--- src/rtl/core/i8080_instruction_subset_core_macros.svh ---
`ifndef I8080_INSTRUCTION_SUBSET_CORE_MACROS_SVH
`define I8080_INSTRUCTION_SUBSET_CORE_MACROS_SVH

// same-cycle implication
`define I8S_ASSERT_NOW(lbl, clk, rst, ante, cons, msg) \
  lbl: assert property (@(posedge clk) disable iff (rst) (ante) |-> (cons)) else $error(msg);

// next-cycle implication
`define I8S_ASSERT_NEXT(lbl, clk, rst, ante, cons, msg) \
  lbl: assert property (@(posedge clk) disable iff (rst) (ante) |=> (cons)) else $error(msg);

`endif

--- src/rtl/core/i8s_pkg.sv ---
package i8s_pkg;

  localparam logic [1:0] CMD_LOAD = 2'd0;
  localparam logic [1:0] CMD_EXEC = 2'd1;
  localparam logic [1:0] CMD_READ = 2'd2;

  localparam logic [7:0] OP_NOP  = 8'h00;
  localparam logic [7:0] OP_LXIB = 8'h01;
  localparam logic [7:0] OP_STAX = 8'h02;
  localparam logic [7:0] OP_INXB = 8'h03;
  localparam logic [7:0] OP_RLC  = 8'h07;
  localparam logic [7:0] OP_RRC  = 8'h0f;
  localparam logic [7:0] OP_CMA  = 8'h2f;
  localparam logic [7:0] OP_STA  = 8'h32;
  localparam logic [7:0] OP_MVIM = 8'h36;
  localparam logic [7:0] OP_STC  = 8'h37;
  localparam logic [7:0] OP_LDA  = 8'h3a;
  localparam logic [7:0] OP_CMC  = 8'h3f;
  localparam logic [7:0] OP_HLT  = 8'h76;
  localparam logic [7:0] OP_POPB = 8'hc1;
  localparam logic [7:0] OP_JNZ  = 8'hc2;
  localparam logic [7:0] OP_JMP  = 8'hc3;
  localparam logic [7:0] OP_CNZ  = 8'hc4;
  localparam logic [7:0] OP_PUSHB = 8'hc5;
  localparam logic [7:0] OP_ADI  = 8'hc6;
  localparam logic [7:0] OP_RZ   = 8'hc8;
  localparam logic [7:0] OP_RET  = 8'hc9;
  localparam logic [7:0] OP_JZ   = 8'hca;
  localparam logic [7:0] OP_CALL = 8'hcd;
  localparam logic [7:0] OP_POPD = 8'hd1;
  localparam logic [7:0] OP_JNC  = 8'hd2;
  localparam logic [7:0] OP_PUSHD = 8'hd5;
  localparam logic [7:0] OP_JC   = 8'hda;
  localparam logic [7:0] OP_CC   = 8'hdc;
  localparam logic [7:0] OP_POPH = 8'he1;
  localparam logic [7:0] OP_JPO  = 8'he2;
  localparam logic [7:0] OP_XTHL = 8'he3;
  localparam logic [7:0] OP_PUSHH = 8'he5;
  localparam logic [7:0] OP_ANI  = 8'he6;
  localparam logic [7:0] OP_XCHG = 8'heb;
  localparam logic [7:0] OP_POPP = 8'hf1;
  localparam logic [7:0] OP_PUSHP = 8'hf5;
  localparam logic [7:0] OP_SPHL = 8'hf9;
  localparam logic [7:0] OP_CPI  = 8'hfe;

  localparam logic [2:0] REG_M = 3'd6;

  typedef enum logic [3:0] {
    ST_IDLE, ST_LOAD, ST_READ, ST_RWAIT, ST_F0, ST_F1, ST_F2, ST_F3,
    ST_M0, ST_M1, ST_M2, ST_M3, ST_EXEC, ST_OUT
  } state_t;

  typedef enum logic [3:0] {
    ACC_NONE, ACC_LOAD, ACC_EXT_RD, ACC_F0, ACC_F1, ACC_F2, ACC_RD_ONE,
    ACC_RD_SP0, ACC_RD_SP1, ACC_WR_ONE, ACC_WR_PHI, ACC_WR_PLO, ACC_WR_XL, ACC_WR_XH
  } acc_t;

  typedef enum logic [2:0] {
    CL_NONE, CL_RDM, CL_WR1, CL_POP, CL_PUSH, CL_XTHL
  } cls_t;

  typedef struct packed {
    acc_t acc;
    logic exec;
    logic out_load;
  } dp_cmd_t;

  typedef struct packed {
    logic [7:0] op;
    logic       z;
    logic       cy;
    logic       halt;
    logic       bad;
  } dp_stat_t;

  typedef struct packed {
    logic [7:0]  acc;
    logic [15:0] pair_bc;
    logic [15:0] pair_de;
    logic [15:0] pair_hl;
    logic [15:0] stack_ptr;
    logic [15:0] prog_counter;
    logic [4:0]  flag_bits;
    logic        halted;
    logic        bad_opcode;
    logic [7:0]  read_data;
  } out_t;

  function automatic logic is_call(logic [7:0] op);
    return (op == OP_CALL) || (op == OP_CNZ) || (op == OP_CC);
  endfunction

  function automatic cls_t op_class(logic [7:0] op, logic z, logic cy);
    cls_t c;
    c = CL_NONE;
    if (op == OP_HLT) begin
      c = CL_NONE;
    end else if (op[7:6] == 2'b01 && op[2:0] == REG_M) begin
      c = CL_RDM;
    end else if (op[7:6] == 2'b01 && op[5:3] == REG_M) begin
      c = CL_WR1;
    end else if (op[7:6] == 2'b10 && op[2:0] == REG_M) begin
      c = CL_RDM;
    end else if (op == OP_LDA) begin
      c = CL_RDM;
    end else if (op == OP_MVIM || op == OP_STAX || op == OP_STA) begin
      c = CL_WR1;
    end else if (op == OP_POPB || op == OP_POPD || op == OP_POPH || op == OP_POPP ||
                 op == OP_RET || (op == OP_RZ && z)) begin
      c = CL_POP;
    end else if (op == OP_PUSHB || op == OP_PUSHD || op == OP_PUSHH || op == OP_PUSHP ||
                 op == OP_CALL || (op == OP_CNZ && !z) || (op == OP_CC && cy)) begin
      c = CL_PUSH;
    end else if (op == OP_XTHL) begin
      c = CL_XTHL;
    end
    return c;
  endfunction

endpackage

--- src/rtl/core/i8s_ctrl.sv ---
module i8s_ctrl
  import i8s_pkg::*;
(
  input  logic       clk,
  input  logic       rst,
  input  logic       req_fire,
  input  logic [1:0] req_cmd,
  input  logic       rsp_ready,
  input  dp_stat_t   stat,
  output dp_cmd_t    cmd,
  output logic       req_ready,
  output logic       rsp_valid
);

  state_t state, state_next;
  cls_t   cls;

  assign cls = op_class(stat.op, stat.z, stat.cy);

  always_ff @(posedge clk) begin
    if (rst) begin
      state <= ST_IDLE;
      rsp_valid <= 1'b0;
    end else begin
      state <= state_next;
      if (cmd.out_load) begin
        rsp_valid <= 1'b1;
      end else if (rsp_ready) begin
        rsp_valid <= 1'b0;
      end
    end
  end

  always_comb begin
    state_next = state;
    unique case (state)
      ST_IDLE: begin
        if (req_fire) begin
          if (req_cmd == CMD_LOAD) state_next = ST_LOAD;
          else if (req_cmd == CMD_READ) state_next = ST_READ;
          else if (req_cmd == CMD_EXEC && !stat.halt) state_next = ST_F0;
          else state_next = ST_OUT;
        end
      end
      ST_LOAD:  state_next = ST_OUT;
      ST_READ:  state_next = ST_RWAIT;
      ST_RWAIT: state_next = ST_OUT;
      ST_F0:    state_next = ST_F1;
      ST_F1:    state_next = ST_F2;
      ST_F2:    state_next = ST_F3;
      ST_F3:    state_next = (cls == CL_NONE) ? ST_EXEC : ST_M0;
      ST_M0:    state_next = (cls == CL_WR1) ? ST_EXEC : ST_M1;
      ST_M1:    state_next = (cls == CL_POP || cls == CL_XTHL) ? ST_M2 : ST_EXEC;
      ST_M2:    state_next = (cls == CL_XTHL) ? ST_M3 : ST_EXEC;
      ST_M3:    state_next = ST_EXEC;
      ST_EXEC:  state_next = ST_OUT;
      ST_OUT:   if (!rsp_valid || rsp_ready) state_next = ST_IDLE;
      default:  state_next = ST_IDLE;
    endcase
  end

  always_comb begin
    cmd.acc = ACC_NONE;
    cmd.exec = (state == ST_EXEC);
    cmd.out_load = (state == ST_OUT) && (!rsp_valid || rsp_ready);
    req_ready = (state == ST_IDLE);
    unique case (state)
      ST_LOAD: cmd.acc = ACC_LOAD;
      ST_READ: cmd.acc = ACC_EXT_RD;
      ST_F0:   cmd.acc = ACC_F0;
      ST_F1:   cmd.acc = ACC_F1;
      ST_F2:   cmd.acc = ACC_F2;
      ST_M0: begin
        unique case (cls)
          CL_RDM:  cmd.acc = ACC_RD_ONE;
          CL_WR1:  cmd.acc = ACC_WR_ONE;
          CL_POP:  cmd.acc = ACC_RD_SP0;
          CL_PUSH: cmd.acc = ACC_WR_PHI;
          CL_XTHL: cmd.acc = ACC_RD_SP0;
          default: cmd.acc = ACC_NONE;
        endcase
      end
      ST_M1: begin
        unique case (cls)
          CL_POP:  cmd.acc = ACC_RD_SP1;
          CL_PUSH: cmd.acc = ACC_WR_PLO;
          CL_XTHL: cmd.acc = ACC_RD_SP1;
          default: cmd.acc = ACC_NONE;
        endcase
      end
      ST_M2:   cmd.acc = (cls == CL_XTHL) ? ACC_WR_XL : ACC_NONE;
      ST_M3:   cmd.acc = ACC_WR_XH;
      default: cmd.acc = ACC_NONE;
    endcase
  end

endmodule

--- config.mk ---
export PLATFORM = sky130hd
export DESIGN_NAME = i8s_ctrl
export DESIGN_NICKNAME = d
export VERILOG_FILES = /design/src/rtl/core/i8080_instruction_subset_core_macros.svh /design/src/rtl/core/i8s_pkg.sv /design/src/rtl/core/i8s_ctrl.sv
export SDC_FILE = /design/constraint.sdc
export NUM_CORES = 1
export LEC_CHECK = 0
export ABC_CLOCK_PERIOD_IN_PS = 1400
export BUFFER_PORTS_ARGS = -buffer_cell sky130_fd_sc_hd__buf_4
export CORE_ASPECT_RATIO = 1.4
export CORE_MARGIN = 3
export CORE_UTILIZATION = 35
export DETAILED_ROUTE_END_ITERATION = 8
export PLACE_DENSITY = 0.7
export SLEW_MARGIN = 0
export SYNTH_ARGS = -nofsm -noshare
export SYNTH_HDL_FRONTEND = slang
export SYNTH_SLANG_ARGS = --single-unit
--- constraint.sdc ---
create_clock -name clk -period 1.4 [get_ports clk]
set_input_delay 0.07 -clock clk [delete_from_list [all_inputs] [get_ports clk]]
set_output_delay 0.07 -clock clk [all_outputs]
set_load 0.05 [all_outputs]
# Word-level counts from Yosys, hierarchy flattened
# Cells that the tools add are included.
[classes]
n_eq_ne = 45
n_mux = 25
reduce_logical = 33
[ops]
columns = ["operator", "n"]
rows = [
  ["$eq A8 B8 Y1 const B", 14],
  ["$pmux W4 S12", 1],
  ["$mux W3", 13],
  ["$pmux W4 S9", 1],
  ["$eq A4 B4 Y1 const B", 6],
  ["$eq A8 B6 Y1 const B", 3],
  ["$mux W4", 6],
  ["$eq A4 B3 Y1 const B", 4],
  ["$pmux W4 S4", 1],
  ["$logic_or A1 B1 Y1", 15],
  ["$eq A3 B3 Y1 const B", 4],
  ["$eq A4 B2 Y1 const B", 2],
  ["$eq A8 B2 Y1 const B", 1],
  ["$eq A8 B7 Y1 const B", 1],
  ["$logic_and A1 B1 Y1", 8],
  ["$pmux W4 S2", 1],
  ["$eq A3 B2 Y1 const B", 2],
  ["$eq A2 B1 Y1 const B", 2],
  ["$eq A2 B2 Y1 const B", 2],
  ["$eq A4 B1 Y1 const B", 1],
  ["$logic_not A4 Y1", 1],
  ["$ne A2 B2 Y1 const B", 2],
  ["$eq A3 B1 Y1 const B", 1],
  ["$logic_not A1 Y1", 3],
  ["7 further kinds", 8],
]
[totals]
register_bits = 5
inputBits = 18
out_inout_bits = 8
elab_cells = 105

# Longest topological paths before layout
[logic_depth]
depth_word = 19
depth_mapped = 7
ltp_nobuf = 6

# Worst setup path after synthesis
# Ideal clock, no wire load.
[synth_path]
path_kind = "in2out"
startpoint = "input stat[7] (netlist name)"
endpoint = "output cmd[4] (netlist name)"
arrival_ps = 1940
t_required_ps = 1330
slack_ps = -610
stages = 5
path_buffers = 0
cell_sequence = "nand4bb_1 -> a2111oi_4 -> a2bb2oi_2 -> a21oi_1 -> o22ai_1"
[synth_rtl]
columns = ["item", "line", "source"]
rows = [
  ["start: declaration", "i8s_ctrl.sv:9", "input dp_stat_t stat,"],
  ["end: declaration", "i8s_ctrl.sv:10", "output dp_cmd_t cmd,"],
]

==> flow_metrics.env <==
export IMPL_synth_simple_gate_area_share_pct=37.4
export IMPL_insertion_delay_ps=240
export IMPL_most_common_layout_cells="buf_4, buf_6, a21oi_1, nor2_1, o21ai_0"
export IMPL_status="complete, but fails checks"
export IMPL_drtIter0Drc=65
export IMPL_slowest_delay_ps=540
export IMPL_ios=26
export IMPL_drt_pass1_iter_count=4
export IMPL_synth_edf_count=0
export IMPL_core_area_um2=2230
export IMPL_skew_ps=1.94
export IMPL_syn_inst=116
export IMPL_start_kind="input pin"
export IMPL_leakage_uw=0.000690
export IMPL_cp_arrival_ps=1670
export IMPL_place_congestion=0.859
export IMPL_grt_overflow=0
export IMPL_async_flop_share_pct=0
export IMPL_timing_fmax_ghz=0.574
export IMPL_routed_wl_mm=3.38
export IMPL_synth_area_um2=836
export IMPL_area_delta_synth_final_pct=95.1
export IMPL_ys_seq_area_share_pct=12.0
export IMPL_muxShareOfSynthArea_pct=1.35
export IMPL_slew_headroom_pct=75.1
export IMPL_fp_dieW_um=47.3
export IMPL_crit_path_frequent_cell="buf_6"
export IMPL_grt_usage_pct=22.3
export IMPL_drv_slew=0
export IMPL_avgSynthCellArea_um2=7.21
export IMPL_htreeDepth=1
export IMPL_place_ws_ps=-424
export IMPL_rsz0062_at_grt="yes"
export IMPL_peakVddDrop_uv=1180
export IMPL_synth_compound_area_share_pct=40.4
export IMPL_yosysWarnings=0
export IMPL_required_ps=1330
export IMPL_cts_hold_buffers=0
export IMPL_failed_checks="negative setup slack"
export IMPL_drc=0
export IMPL_cts_made_buffers=3
export IMPL_ys_types=51
export IMPL_final_common_cell="buf_4"
export IMPL_path_max_fanout=3
export IMPL_syn_num_nets=134
export IMPL_path_buf_inv=2
export IMPL_rows=20
export IMPL_crit_chain="buf_6 > or4_4 > nor4_4 > a21o_2 > o21ai_2 > a222oi_1 > o21bai_2 > buf_6"
export IMPL_min_path_type="in2reg"
export IMPL_yosys_area_share_xor_xnor_pct=1.05
export IMPL_tightest_slew_ps=372
export IMPL_synthTopCellsByArea="dfxtp_1, a21oi_1, nor2_1"
export IMPL_period_minus_slack_ps=1740
export IMPL_grt_start_max_net_pins=19
export IMPL_yosys_register_bits=5
export IMPL_first_global_vias=1243
export IMPL_nNetsFinal=202
export IMPL_synthAdderAreaFrac_pct=0
export IMPL_cp_top_family="simple AND/OR/NAND/NOR gates"
export IMPL_drv_cap=0
export IMPL_dp_cells=192
export IMPL_layout_drive_gt1_share_pct=60.7
export IMPL_hold_viol=0
export IMPL_vias_per_cell=6.04
export IMPL_clock_path_buffers=2
export IMPL_port_buffers=24
export IMPL_cts_tree="built"
export IMPL_setup_viol=7
export IMPL_synth_main_ff_cell="dfxtp_1"
export IMPL_antenna_cells=0
export IMPL_crit_type="in2out"
export IMPL_hpwl_mm=2.36
export IMPL_synth_top_area_cell="dfxtp_1"
export IMPL_fp_dieArea_um2=3020
export IMPL_post_drt_wl_per_cell_um=16.5
export IMPL_synth_top_family_by_area="compound AO/OA/AOI/OAI gates"
export IMPL_final_cells=205
export IMPL_dieHeight_um=63.8
export IMPL_synth_top_area_share_pct=12.0
export IMPL_end_kind="output port"
export IMPL_drtAntennaViolNets=0
export IMPL_crit_slowest_cell="or4_4"
export IMPL_cts_sink_count=5
export IMPL_initial_core_util_pct=37.5
export IMPL_antenna_found_initial=0
export IMPL_root_buffer="clkbuf_4"
export IMPL_fin_crit_sh_pct=125
export IMPL_num_vias=1238
export IMPL_grt_pass1_wl_mm=5.22
export IMPL_clk_pin_slew_ps=40
export IMPL_cellPowerDensity_nw_per_um2=1500
export IMPL_setup_ws_ps=-343
[flip-flops by register name, summed over array words and instances (netlist names)]
| signal | count |
|---|---|
| state | 4 |
| rsp_valid | 1 |
[cell usage after synthesis, drive strengths merged (3+ instances only)]
cell     n
a21oi   14
nor2    11
o21ai   10
nand2    8
buf      7
dfxtp    5
nor3     5
a211oi   4
nand2b   4
nor2b    4
inv      3
o21a     3
[worst register-to-register path, cell delays in order (launching register included)]
cell and delay, ps:
dfxtp_2 440, buf_4 160, a21oi_1 50, o21ai_0 130, o21ai_0 100, nor3_1 260
o32a_1 200, o31ai_1 70
[cell families after synthesis]
logic type,count (synthesis)
xor gates and xnor gates,1
and+or+nand+nor,52
AOI/OAI and AO/OA,47
buffers and inverters,10
DFF,5
muxes,1
[layer usage]
| metal | part of all wire, % | track usage (%) | vias to the layer above |
|---|---|---|---|
| met5 | 0 | 0 | - |
| met1 | 35 | 23.9 | 577 |
| met4 | 3.4 | 6.92 | 0 |
| met2 | 56 | 41.8 | 64 |
| met3 | 5.2 | 2.54 | 12 |
| li1 | - | - | 585 |
[path summary, 6_finish.rpt]
check	from	endpoint	slack [ps]	cells after the start
worst max-delay path	stat[11]	cmd[2]	-340	8
worst min-delay path	rst	state[3]	20	2
worst max register to register	state[0]	state[2]	-110	7
worst min register to register	rsp_valid	rsp_valid	640	2
[power by group]
group | leakage (µW) | total [µW] | internal [µW] | switching [µW]
logic | 0.000633 | 1980 | 905 | 1070
clock network | 0.0000150 | 167 | 108 | 58.9
registers | 0.0000425 | 296 | 203 | 93.5
total | 0.000690 | 2440 | 1210 | 1230
[timing repair]
action / in CTS / in global routing
gates resized for setup: 21 / 30
hold endpoints to repair: 0 / 0
setup endpoints to repair: 11 / 10
buffers inserted: 4 / 5
pin swaps: 6 / 4
[per-stage QoR]
stage	instance area [µm²]	hold slack [ps]	power, µW	util, %	TNS [ps]
floorplan	868	139	1350	-	-763
global placement	1310	273	1920	58.9	-1920
detailed placement	1310	277	1960	58.9	-2310
CTS	1470	24.7	2250	65.8	-1260
global route	1630	21.8	2580	73.2	-1890
finish	1630	17.6	2440	73.2	-1450
[final cells by class]
cell class / count / area (µm²)
inverter: 3 / 13.8
sequential: 5 / 106
tap: 22 / 27.5
clock buffer: 4 / 26.3
timing repair buffer: 70 / 617
multi-input combinational: 101 / 840
fill: 159 / 597
Power figures use the tool's default switching activity.
